==> src/rtl/core/upsi_pkg.sv <==
// types and constants shared by the unique point set insert unit
// no dependencies

package upsi_pkg;

    localparam int unsigned TABLE_DEPTH_DEF = 64;
    localparam int unsigned ENTRY_COUNT_W   = 7;
    localparam int unsigned STATUS_W        = 2;

    localparam logic [STATUS_W-1:0] STATUS_ADDED   = 2'd0;
    localparam logic [STATUS_W-1:0] STATUS_PRESENT = 2'd1;
    localparam logic [STATUS_W-1:0] STATUS_FULL    = 2'd2;

    // y in the upper half, x in the lower half
    typedef struct packed {
        logic signed [31:0] point_y;
        logic signed [31:0] point_x;
    } t_point_in;

    typedef struct packed {
        logic [STATUS_W-1:0]      status;
        logic [ENTRY_COUNT_W-1:0] entry_count;
    } t_result_out;

    // search token walking down the cell chain
    typedef struct packed {
        logic      valid;
        logic      hit;
        t_point_in key;
    } t_probe;

endpackage

==> src/rtl/core/upsi_cell.sv <==
// one table cell: holds a stored point and compares the passing probe
// depends on upsi_pkg

module upsi_cell #(
    parameter int unsigned TABLE_DEPTH = upsi_pkg::TABLE_DEPTH_DEF,
    parameter int unsigned INDEX       = 0
) (
    input  logic                                i_clk,
    input  logic                                i_rst_n,
    input  upsi_pkg::t_probe                    i_probe,
    input  logic [$clog2(TABLE_DEPTH+1)-1:0]    i_count,
    input  logic                                i_wr_en,
    input  upsi_pkg::t_point_in                 i_wr_key,
    output upsi_pkg::t_probe                    o_probe
);
    import upsi_pkg::*;

    localparam int unsigned CW = $clog2(TABLE_DEPTH + 1);

    t_point_in r_entry;
    t_probe    r_probe;
    t_probe    n_probe;
    logic      w_live;
    logic      w_wr;

    // only entries below the count hold real points
    assign w_live = (CW'(INDEX) < i_count);
    assign w_wr   = i_wr_en && (i_count == CW'(INDEX));

    always_comb begin
        n_probe     = i_probe;
        n_probe.hit = i_probe.hit || (i_probe.valid && w_live && (r_entry == i_probe.key));
    end

    always_ff @(posedge i_clk) begin
        if (!i_rst_n) begin
            r_probe.valid <= 1'b0;
        end else begin
            r_probe.valid <= n_probe.valid;
        end
        r_probe.hit <= n_probe.hit;
        r_probe.key <= n_probe.key;
        if (w_wr) begin
            r_entry <= i_wr_key;
        end
    end

    assign o_probe = r_probe;

endmodule

==> config.mk <==
export PLATFORM = sky130hd
export DESIGN_NAME = upsi_cell
export DESIGN_NICKNAME = d
export VERILOG_FILES = /design/src/rtl/core/upsi_pkg.sv /design/src/rtl/core/upsi_cell.sv
export SDC_FILE = /design/constraint.sdc
export NUM_CORES = 1
export LEC_CHECK = 0
export BUFFER_PORTS_ARGS = -buffer_cell sky130_fd_sc_hd__buf_2
export CAP_MARGIN = 0
export CORE_UTILIZATION = 45
export DETAILED_ROUTE_END_ITERATION = 12
export GPL_ROUTABILITY_DRIVEN = 0
export PLACE_DENSITY = 0.8
export SLEW_MARGIN = 25
export SYNTH_ARGS = -nofsm -noshare
export SYNTH_HDL_FRONTEND = slang
export SYNTH_SLANG_ARGS = --single-unit
==> constraint.sdc <==
create_clock -name i_clk -period 3.6 [get_ports i_clk]
set_clock_uncertainty 0.05 [all_clocks]
set_input_delay 0.18 -clock i_clk [delete_from_list [all_inputs] [get_ports i_clk]]
set_output_delay 0.18 -clock i_clk [all_outputs]
set_load 0.005 [all_outputs]
==> run summary, run 1 <==
Measured along the x axis, the die boundary spans 97.2 um. The number of buffer cells added on primary ports is 205, and the TritonCTS sink count is 130. The count of placed standard cells including taps is 560. Summing the areas of all fa, ha and maj instances in the mapped netlist gives 0% of the synthesized area.

The tools report the sequential share of the synthesized area as 79.6%. The run stopped with a tool error. The tool reported: "[ERROR RSZ-0060] Max buffer count reached".

The hold-fix buffer count after cts is 119, and the post-cts gate resize count is 0. The TritonCTS buffer count is 17. Pin placement for this block handled 206 I/O pins.

The synthesized design contains 130 register bits. The post-CTS repair timing setup buffer count came out at 0. After synthesis, the largest family of logic cells by area is XOR/XNOR gates. The clock passes through at most 2 buffers. The row count was 34; the number of instances in the synthesized netlist was 246. Progress stopped at clock tree synthesis (4_1_cts). The cell sitting at the root of the clock tree is a clkbuf_8.

Mux cell area share after synthesis: 0%. Counting every net in the synthesized netlist gives 386. For this configuration, the core starts out at a cell density of 46.5%. The mapped netlist covers 0.00408 mm^2. The post-synthesis cell type count is 26, and the mean cell area of the mapped netlist is 16.6 um^2.

Detailed placement finished with a half-perimeter wire length of 6770 um. Fraction of the mapped netlist area in compound gates: 3.47%. The area share of xor/xnor cells in the synthesized design was 9.24%; the count of warnings emitted by yosys was 0. The basic-gate share of the synthesized area counting and, or, nand and nor cells is 5.89%, and the placed standard-cell area is 0.00526 mm^2. For the number of H-tree levels, the log shows 4.

The die is 97.2 um tall.
==> logic make-up after synthesis <==
family | Yosys count
compound gates | 18
xor+xnor | 43
buf+inv | 20
flops | 130
simple gates | 35
==> cells in the mapped netlist <==
master,number,share of area (%)
o2111ai_1,3,0.64
a2111o_1,1,0.28
dfxtp_1,66,32
xnor2_1,25,5.4
a221oi_1,2,0.43
a41o_1,1,0.25
nor4b_1,1,0.21
nor3_1,1,0.12
or4_1,2,0.37
o22ai_1,7,1.1
nand2b_1,8,1.2
or2b_2,1,0.21
and4_1,1,0.21
and2_1,2,0.31
nor2b_4,1,0.34
inv_1,20,1.8
a22o_1,2,0.43
a21oi_1,1,0.12
nor4_2,1,0.31
edfxtp_1,64,47
nand3_1,1,0.12
nor4_1,7,1.1
nand4_1,7,1.1
nor2b_1,2,0.31
xor2_1,18,3.9
a222oi_1,1,0.25
==> stage by stage <==
| stage | worst slack, ns | hold WS [ns] |
|---|---|---|
| after floorplan | 0.688 | 0.158 |
| after global placement | 1.26 | 0.250 |
| after detailed placement | 1.20 | 0.247 |
==> inputs of run 2 (changes only) <==
Settings changed: CORE_UTILIZATION 45 to 30, PLACE_DENSITY 0.8 to unset, PLACE_DENSITY_LB_ADDON set to 0.15.
==> run 2 against run 1 <==
  * The run now ends clean
  * Synthesized cell count unchanged
  * Synthesized area unchanged
==> run summary, run 2 <==
Yosys mapped a number of flops with a built-in enable equal to 64. Max-cap violations in this run came to 0. The worst setup path is launched from a primary input. The via density per instance came out at 4.04. The number of buffer cells added on primary ports was 205; the critical path's largest stage delay was 0.62 ns. The tools report the number of nets in the layout as 742.

For the deepest clock path buffer count, the log shows 2. The final routed DRC violation total is 0, and the actual slew at the worst max-slew pin is 0.654 ns. The worst path in the final design needs a cycle of 1.91 ns, including I/O delays and setup.

The final standard cell count with taps included and fillers excluded is 791. In the layout the commonest cells are buf_2, dlygate4sd3_1, dfxtp_1. The worst hold path belongs to the class primary input to flip-flop. The tools report the total track usage as 16.1%. Clock latency on the worst-skew pair, taken at its later pin, is 0.42 ns. TritonCTS sink count: 130. The number of antenna diodes came out at 0. After detailed placement, the design holds a cell count of 628. Most common cell after layout, fill and taps aside: buf_2. In this run, CTS created clock tree buffers numbering 17. Once the floorplan was initialized, standard cells occupied 30.8% of the core. The final layout contains routed wiring with a total length of 10600 um. The cell sitting at the root of the clock tree is a clkbuf_16.

The headroom to the max-slew limit came out at 56.4%. The flow ran to the end, and the final reports show no timing, DRC or antenna violations. The average instance in the mapped netlist occupies 16.6 um^2. For the number of antenna-violating nets in the routed design, the log shows 0. Compared with the post-synthesis result, the final layout area differs by 78.6%. The largest individual stage delay along the critical path comes from the cell and2_2.

After detailed routing, the average wire length per cell comes to 13.4 um. The synthesized design spends more area on one cell type than any other, namely edfxtp_1. Counting flops and latches in the post-synthesis netlist gives 130. For the final setup TNS, the log shows 0 ns.

The detailed router finished its first iteration with 83 violations. Traced cell by cell, the critical path runs through buf_2, or4_1, nor4_2, and2_2, buf_12. The floorplan has 42 rows. STA puts the critical path data arrival time at 1.96 ns. Most common cell in the netlist: dfxtp_1. The share of the clock period used by the worst path works out to 53.1%.

The vertical extent of the die is 119 um. The die span in x was 119 um. At the worst endpoint, the required time is 3.65 ns. CTS built an H-tree with a depth of 4.

The number of instances in the synthesized netlist was 246; the sequential share of the synthesized area was 79.6%. For the count of endpoints failing setup in the final report, the log shows 0. The commonest cells after synthesis are dfxtp_1, edfxtp_1, xnor2_1, inv_1, xor2_1. The main flop type after synthesis is dfxtp_1. The maximum resistive drop on vdd is 0.355 mV.

Dividing total power by cell area gives a power density of 507 mW/mm^2. The capturing element type of the critical path was a flip-flop. The share of flip-flops with an asynchronous set or reset after synthesis came out at 0%. After synthesis, the cell types taking the most area are edfxtp_1, dfxtp_1, xnor2_1, xor2_1, inv_1.

The maximum fanout along the worst path is 38, and the first-pass GRT wire length is 16900 um. Entering global routing, the biggest net connects 39 pins. The number of different library cells used by synthesis comes to 26. The hold-fix buffer count after cts was 131. The floorplan step defined a die boundary enclosing 0.0141 mm^2. The final route contains 3197 vias.

Static timing analysis puts the maximum clock frequency at 524 MHz. After clock tree synthesis, the setup repair step added 0 buffers. The floorplan step defined a core boundary enclosing 0.0132 mm^2.

The logs give 386 for the total nets after synthesis and 0 for the final count of pins violating max slew. The top cell type by area accounts for 47.1% of the synthesized area. The run gives 3.12 nW as the total leakage power. The critical path is of the primary input to flip-flop type. Number of antenna violations at the first check in global routing: 0. The hold violation count in the final report was 0; the total overflow reported by the global router was 0. Summed over all nets, the half-perimeter wirelength after detailed placement is 7070 um. Setup repair after global routing left no endpoint under its margin. For the number of global-route vias before repair, the log shows 3548.

Summing every instance area after synthesis gives 0.00408 mm^2. TritonCTS built the clock tree. Yosys printed 0 warnings. Pin placement for this block handled 206 I/O pins. The first detailed-routing pass took 4 iterations. The ratio of cells with drive above 1 in the final layout works out to 39.3%. After clock tree synthesis, the clock-pin slew on the worst setup and hold paths is 0.06 ns. The flip-flop count of the largest register, all copies and words added works out to 66.

After clock tree synthesis, the repair step resized 0 gates.
## run 2: cell counts after synthesis
Identical to the previous run, type by type.
## run 2: stage by stage
stage / hold slack (ns) / utilization, % / setup WS, ns / cell area [um^2] / total power, mW
after floorplan: 0.158 / - / 0.688 / 4080 / 1.68
after global placement: 0.248 / 40.4 / 1.25 / 5340 / 1.81
after detailed placement: 0.248 / 40.4 / 1.22 / 5340 / 1.82
after CTS: 0.180 / 55.0 / 1.68 / 7280 / 3.74
after global routing: 0.213 / 55.0 / 1.59 / 7280 / 3.83
final: 0.184 / 55.0 / 1.69 / 7280 / 3.69
## run 2: per-layer routing
metal  global-route usage [%]  part of all wire, %  vias to the layer above
li1                         -                    -                     1602
met1                     17.3                   41                     1455
met2                     28.3                   51                      125
met3                     4.87                  5.8                       15
met4                     8.39                  2.2                        0
met5                        0                    0                        -
## run 2: report_power, final
group	leakage [nW]	switching [mW]	internal, mW
Combinational	1.69	0.0982	0.195
Clock	0.295	0.658	1.14
Sequential	1.13	0.0102	1.59
## run 2: worst paths after layout
path / startpoint / endpoint / slack (ns) / cells past startpoint
max: i_count[3] / r_entry[7]$_DFFE_PP_ / 1.69 / 5
min: i_probe[65] / o_probe[64]$_DFF_P_ / 0.18 / 4
max reg2reg: r_entry[0]$_DFFE_PP_ / o_probe[64]$_DFF_P_ / 1.97 / 5
min reg2reg: r_entry[39]$_DFFE_PP_ / o_probe[64]$_DFF_P_ / 0.71 / 4
## run 2: final cells by class
type / count / area, um^2
Multi-Input combinational cell: 96 / 759
Clock buffer: 18 / 450
Sequential cell: 130 / 3240
Tap cell: 176 / 220
Clock inverter: 14 / 175
Fill cell: 1143 / 5960
Inverter: 20 / 75.1
Timing Repair Buffer: 337 / 2360
## run 2: cells by family (layout without fill, tap and decap cells)
logic type	after synthesis	count (layout)	synth area share (%)
buffers and inverters	20	389	1.84
AO/OA/AOI/OAI	18	18	3.47
flip-flops	130	130	79.6
XOR/XNOR	43	43	9.24
AND/OR/NAND/NOR	35	35	5.89
## run 2: worst max-delay path, delay by kind of cell
kind                   cells  cell delay, ns
buffers and inverters      2            0.40
AND/OR/NAND/NOR            3            1.33
Power figures use the tool's default switching activity.
==> inputs of run 3 (changes only) <==
Clock period 3.6 ns to 1.95 ns, I/O delays scaled along.
==> run 3 against run 2 <==
  * Via count is 0.13% higher
  * Critical endpoint is now o_probe[64]$_DFF_P_
  * Count of clock-buffer cells in the layout is 11 higher
  * Die area stayed put
  * Critical path type unchanged
  * Highest routed layer unchanged
  * Register-to-register slack worse by 1.6 ns
  * Largest power group unchanged
  * Worst hold slack worse by 0.10 ns
==> run summary, run 3 (synthesis gave the netlist of run 2 again) <==
The first TritonRoute pass finished after 4 iterations. In this run the deepest clock path goes through 2 buffers. The first global-routing pass estimated 16700 um of wire. During I/O placement, the number of pins put on the boundary was 206. Of all nets on the critical path, the largest fanout is 3. The path class of the tightest hold or removal check is primary input to flip-flop. Vertical extent of the die: 119 um.

The tools report the capturing element type of the critical path as a flip-flop. The area of the core came out at 0.0132 mm^2. The signal on the critical path passes through dlygate4sd3_1, buf_2, nor2b_4, a2111o_1, nor4_1, and4_1, a41o_1. The launching element type of the critical path was a primary input.

Cells with a size suffix above 1 make up 38.8% of the layout. The tools report the number of global-route vias before repair as 3433. The tool flagged a number of max-cap violations equal to 0. The filler cells instantiated in the layout total 1132. The detailed router finished its first iteration with 81 violations. The logs give 1.99 ns for the worst path arrival time and 42 for the row count.

Die span in x: 119 um. The tools report the overall power of the completed layout as 6.57 mW. The root buffer cell chosen for the clock tree is clkbuf_16.

The pin count of the biggest net entering global routing is 38, and the clock period minus worst slack is 1.68 ns. For this design, the slowest cell found on the critical path is dlygate4sd3_1. The critical path's largest stage delay is 0.54 ns, and the power density relative to cell area is 905 mW/mm^2. The initial utilization of the core area, before any placement, comes to 30.8%. Setup violations remaining at the end of the flow were counted as 0. The floorplan step defined a die boundary enclosing 0.0141 mm^2.

The top cell types in the final layout, fill and taps aside, are buf_2, dlygate4sd3_1, dfxtp_1. Leaving out fill and tap cells, the most frequent cell in the layout is buf_2. The flow ran to the end, and the final reports show no timing, DRC or antenna violations. The flip-flop count of the largest register, all copies and words added was 66; the number of antenna diodes was 0. The tools report the post-cts gate resize count as 0. TritonCTS built the clock tree.

The total wirelength of the detailed-routed design was 10700 um. The logs give 2.26 ns for the data required time at the worst endpoint and 743 for the number of nets in the layout. Share of the clock period used by the worst path: 86.2%. The TritonCTS sink count was 130; the clock latency on the worst-skew pair was 0.41 ns. The number of buffer cells added on primary ports is 205. The synthesis-to-finish area growth was 78.2%; the actual slew at the worst max-slew pin was 0.476 ns.

After clock tree synthesis, the clock-pin slew on the worst setup and hold paths is 0.06 ns. The tools report the total leakage power as 3.13 nW. The final route contains 3201 vias. The final-layout worst hold slack was 0.0814 ns; the final setup TNS was 0 ns. For the TritonCTS buffer count, the log shows 17. For this run the aggregate overflow at the end of global routing stands at 0. For this run, the top clock speed supported by timing is 595 MHz.

The logs give 0 for the number of antenna violations at the first check in global routing and 0 for the number of antenna-violating nets in the routed design. Routed length per instance: 13.5 um. Classification of the worst setup path: primary input to flip-flop.

Global routing used 16.0% of the available tracks across all layers. Detailed placement finished with a half-perimeter wire length of 7230 um. After detailed routing, the number of vias per cell comes to 4.04. The hold violation count in the final report was 0. CTS built an H-tree with a depth of 4. Setup repair after global routing left no endpoint under its margin. For the maximum resistive drop on vdd, the log shows 0.531 mV. In this run the tightest slew margin relative to its limit is 67.8%. Final routed DRC violation total: 0.

The final count of pins violating max slew is 0.
## run 3: per-stage QoR
step,std cells,utilization (%),setup WS [ns],instance area (um^2)
finish,792,54.9,0.269,7260
global route,792,54.9,0.121,7260
CTS,792,54.9,0.262,7260
detailed placement,629,40.5,0.169,5370
global placement,629,40.5,0.204,5370
floorplan,246,-,0.130,4080
## run 3: path summary, 6_finish.rpt
| path | start | end | slack (ns) | cells past startpoint |
|---|---|---|---|---|
| worst max-delay path | i_probe[46] | o_probe[64]$_DFF_P_ | 0.27 | 7 |
| worst min-delay path | i_probe[65] | o_probe[64]$_DFF_P_ | 0.08 | 4 |
| worst max register to register | r_entry[1]$_DFFE_PP_ | o_probe[64]$_DFF_P_ | 0.33 | 3 |
| worst min register to register | r_entry[39]$_DFFE_PP_ | o_probe[64]$_DFF_P_ | 0.68 | 4 |
## run 3: final cells by class
class / instances / area (um^2) / area share [%]
Sequential cell: 130 / 3240 / 44.6
Timing Repair Buffer: 338 / 2380 / 32.7
Multi-Input combinational cell: 96 / 761 / 10.5
Clock buffer: 29 / 573 / 7.89
Tap cell: 176 / 220 / 3.03
Inverter: 20 / 75.1 / 1.03
Clock inverter: 3 / 15.0 / 0.207
## run 3: where the power goes
group / total, mW / switching [mW] / internal (mW)
combinational: 0.540 / 0.180 / 0.360
sequential: 2.96 / 0.0184 / 2.94
clock: 3.07 / 1.10 / 1.98
total: 6.57 / 1.29 / 5.28
## run 3: repair_timing
| item | 4_1_cts | 5_1_grt |
|---|---|---|
| hold endpoints to repair | 130 | 0 |
| hold buffers | 131 | 0 |
| setup buffers | 0 | 0 |
## run 3: layer usage
metal | GRT usage [%] | routed length [um] | vias up
met1 | 17.7 | 4250 | 1463
met2 | 27.5 | 5530 | 126
li1 | - | - | 1595
met3 | 5.12 | 654 | 17
met5 | 0 | 0 | -
met4 | 7.75 | 221 | 0
## run 3: critical path: cells and delay by family
family | cells | cell delay [ns]
buf+inv | 2 | 0.68
simple gates | 3 | 0.65
compound gates | 2 | 0.56
==> inputs of run 4 (changes only) <==
Settings changed: ABC_CLOCK_PERIOD_IN_PS set to 1950, PLACE_DENSITY set to 0.66, PLACE_DENSITY_LB_ADDON 0.15 to unset.
==> run 4 against run 3 <==
  * Utilization is essentially flat
  * Worst hold slack gained 0.015 ns
  * Non-clock buffer count grew 1
  * Register-to-register slack is essentially flat
  * Via count grew 2.5%
  * Combinational power grew 2%
  * Critical path depth is the same
  * Worst setup slack gained 0.014 ns
  * Critical endpoint unchanged
==> run summary, run 4 (synthesis gave the netlist of run 2 again) <==
Number of antenna violations at the first check in global routing: 0. The pin count of the biggest net entering global routing is 28. The via density per instance came out at 4.14. The run gives 0 as the count of endpoints failing setup in the final report.

In this run the tightest slew margin relative to its limit is 70.7%. In this run the core area contains 42 standard-cell rows. The count of placed standard cells including taps was 630. The post-CTS repair timing setup buffer count is 0. TritonCTS sink count: 130. The number of antenna diodes was 0; the register clock-pin slew on the reported worst setup and hold paths was 0.06 ns. The routed length per instance came out at 14.5 um.

For this run, the total global-route usage over all layers was measured as 16.8%. The power density relative to cell area came out at 901 mW/mm^2. Max-cap violations in this run came to 0. 206 I/O pins were placed.

The number of nets in the layout is 744. The hold violation count in the final report came out at 0. TritonCTS built the clock tree. Summed over all failing endpoints, the final setup total negative slack is 0 ns. Clock tree synthesis inserted a total of 17 buffers.

The library cells used most frequently in the layout, excluding fill and tap cells, are buf_2, dlygate4sd3_1, dfxtp_1. The floorplan step defined a core boundary enclosing 0.0132 mm^2. The share of the clock period used by the worst path works out to 85.5%. The number of global-route vias before repair was 3664. The tools report the final count of pins violating max slew as 0. The HPWL reported at the end of detailed placement came out at 7360 um. Counting I/O delays and the setup requirement, the final critical path takes 1.67 ns. Leaving out fill and tap cells, the most frequent cell in the layout is buf_2.

Summing over every cut layer, the via total after detailed routing is 3281. The analysis attributes to cell leakage a power of 3.14 nW. Cells with a size suffix above 1 make up 39.5% of the layout. The maximum fanout along the worst path was 3. The final routed DRC violation total is 0, and the detailed-router iteration count before antenna repair is 4. STA puts the critical path data required time at 2.26 ns. For this block, the initial DRC count from the detailed router was 91. STA classifies the critical path startpoint as a primary input. For this run the aggregate overflow at the end of global routing stands at 0.

The worst min-delay path category is primary input to flip-flop. The critical path in this run is classified as primary input to flip-flop. Total wirelength of the detailed-routed design: 11500 um.

Setup repair after global routing left no endpoint under its margin. The overall die area is 0.0141 mm^2. The initial utilization of the core area, before any placement, comes to 30.8%. CTS built an H-tree with a depth of 4. Counting along the longest clock path gives a buffer depth of 2. The area growth from synthesis to layout is 78.3%. The worst-case IR drop observed on VDD is 0.545 mV. The die span in x is 119 um, and the hold-fix buffer count after cts is 131. The worst setup path is captured at a flip-flop.

Post-CTS repair changed the size of 0 cells. The clock latency on the worst-skew pair was 0.42 ns; the first-pass GRT wire length was 17500 um. The vertical extent of the die works out to 119 um. Number of buffer cells added on primary ports: 205. The flip-flop count of the largest register, all copies and words added is 66.

The flow ran to the end, and the final reports show no timing, DRC or antenna violations. For this run, the number of standard cells in the final layout without fillers is 793. The actual slew at the worst max-slew pin was 0.433 ns; the worst path arrival time was 1.97 ns. Static timing analysis puts the maximum clock frequency at 600 MHz. In this run the clock root is driven by a clkbuf_16. The count of nets left with antenna violations once routing finished came out at 0.
run 4: final timing paths:
kind | start | to | slack, ns | depth (start not counted)
worst max-delay path | i_probe[46] | o_probe[64]$_DFF_P_ | 0.28 | 7
worst min-delay path | i_probe[65] | o_probe[64]$_DFF_P_ | 0.1 | 4
worst max register to register | r_entry[15]$_DFFE_PP_ | o_probe[64]$_DFF_P_ | 0.33 | 5
worst min register to register | r_entry[8]$_DFFE_PP_ | o_probe[64]$_DFF_P_ | 0.71 | 4
run 4: power by group:
part | leakage, nW | switching, mW | internal [mW] | total (mW)
logic | 1.71 | 0.188 | 0.361 | 0.549
registers | 1.13 | 0.0208 | 2.94 | 2.96
clock network | 0.298 | 1.16 | 1.88 | 3.04
total | 3.14 | 1.37 | 5.18 | 6.55
run 4: cell type report:
cell class / instances / area, um^2
fillers: 1087 / 5970
flip-flops and latches: 130 / 3240
repair buffers: 339 / 2380
multi-input cells: 96 / 761
clock buffers: 22 / 517
well taps: 176 / 220
inverters: 20 / 75.1
clock inverters: 10 / 67.6
run 4: layer usage:
layer | wire length [um] | GRT usage, % | vias to the layer above
met2 | 6140 | 31.1 | 146
met5 | 0 | 0 | -
met1 | 4350 | 16.7 | 1504
met4 | 297 | 9.02 | 0
li1 | - | - | 1603
met3 | 712 | 5.07 | 28
run 4: metrics by stage:
step | util, % | setup slack (ns) | hold WS [ns] | instance area [um^2] | power, mW
2_1_floorplan | - | 0.130 | 0.0752 | 4080 | 3.10
3_3_place_gp | 40.6 | 0.156 | 0.167 | 5370 | 3.35
3_5_place_dp | 40.6 | 0.108 | 0.172 | 5370 | 3.36
4_1_cts | 54.9 | 0.280 | 0.0671 | 7270 | 6.62
5_1_grt | 54.9 | 0.174 | 0.110 | 7270 | 6.79
6_report | 54.9 | 0.283 | 0.0966 | 7270 | 6.55
run 4: critical path: stages:
cell and delay (ns):
dlygate4sd3_1 0.54, buf_2 0.14, nor2b_4 0.12, a2111o_1 0.37, nor4_1 0.26, and4_1 0.27
a41o_1 0.17
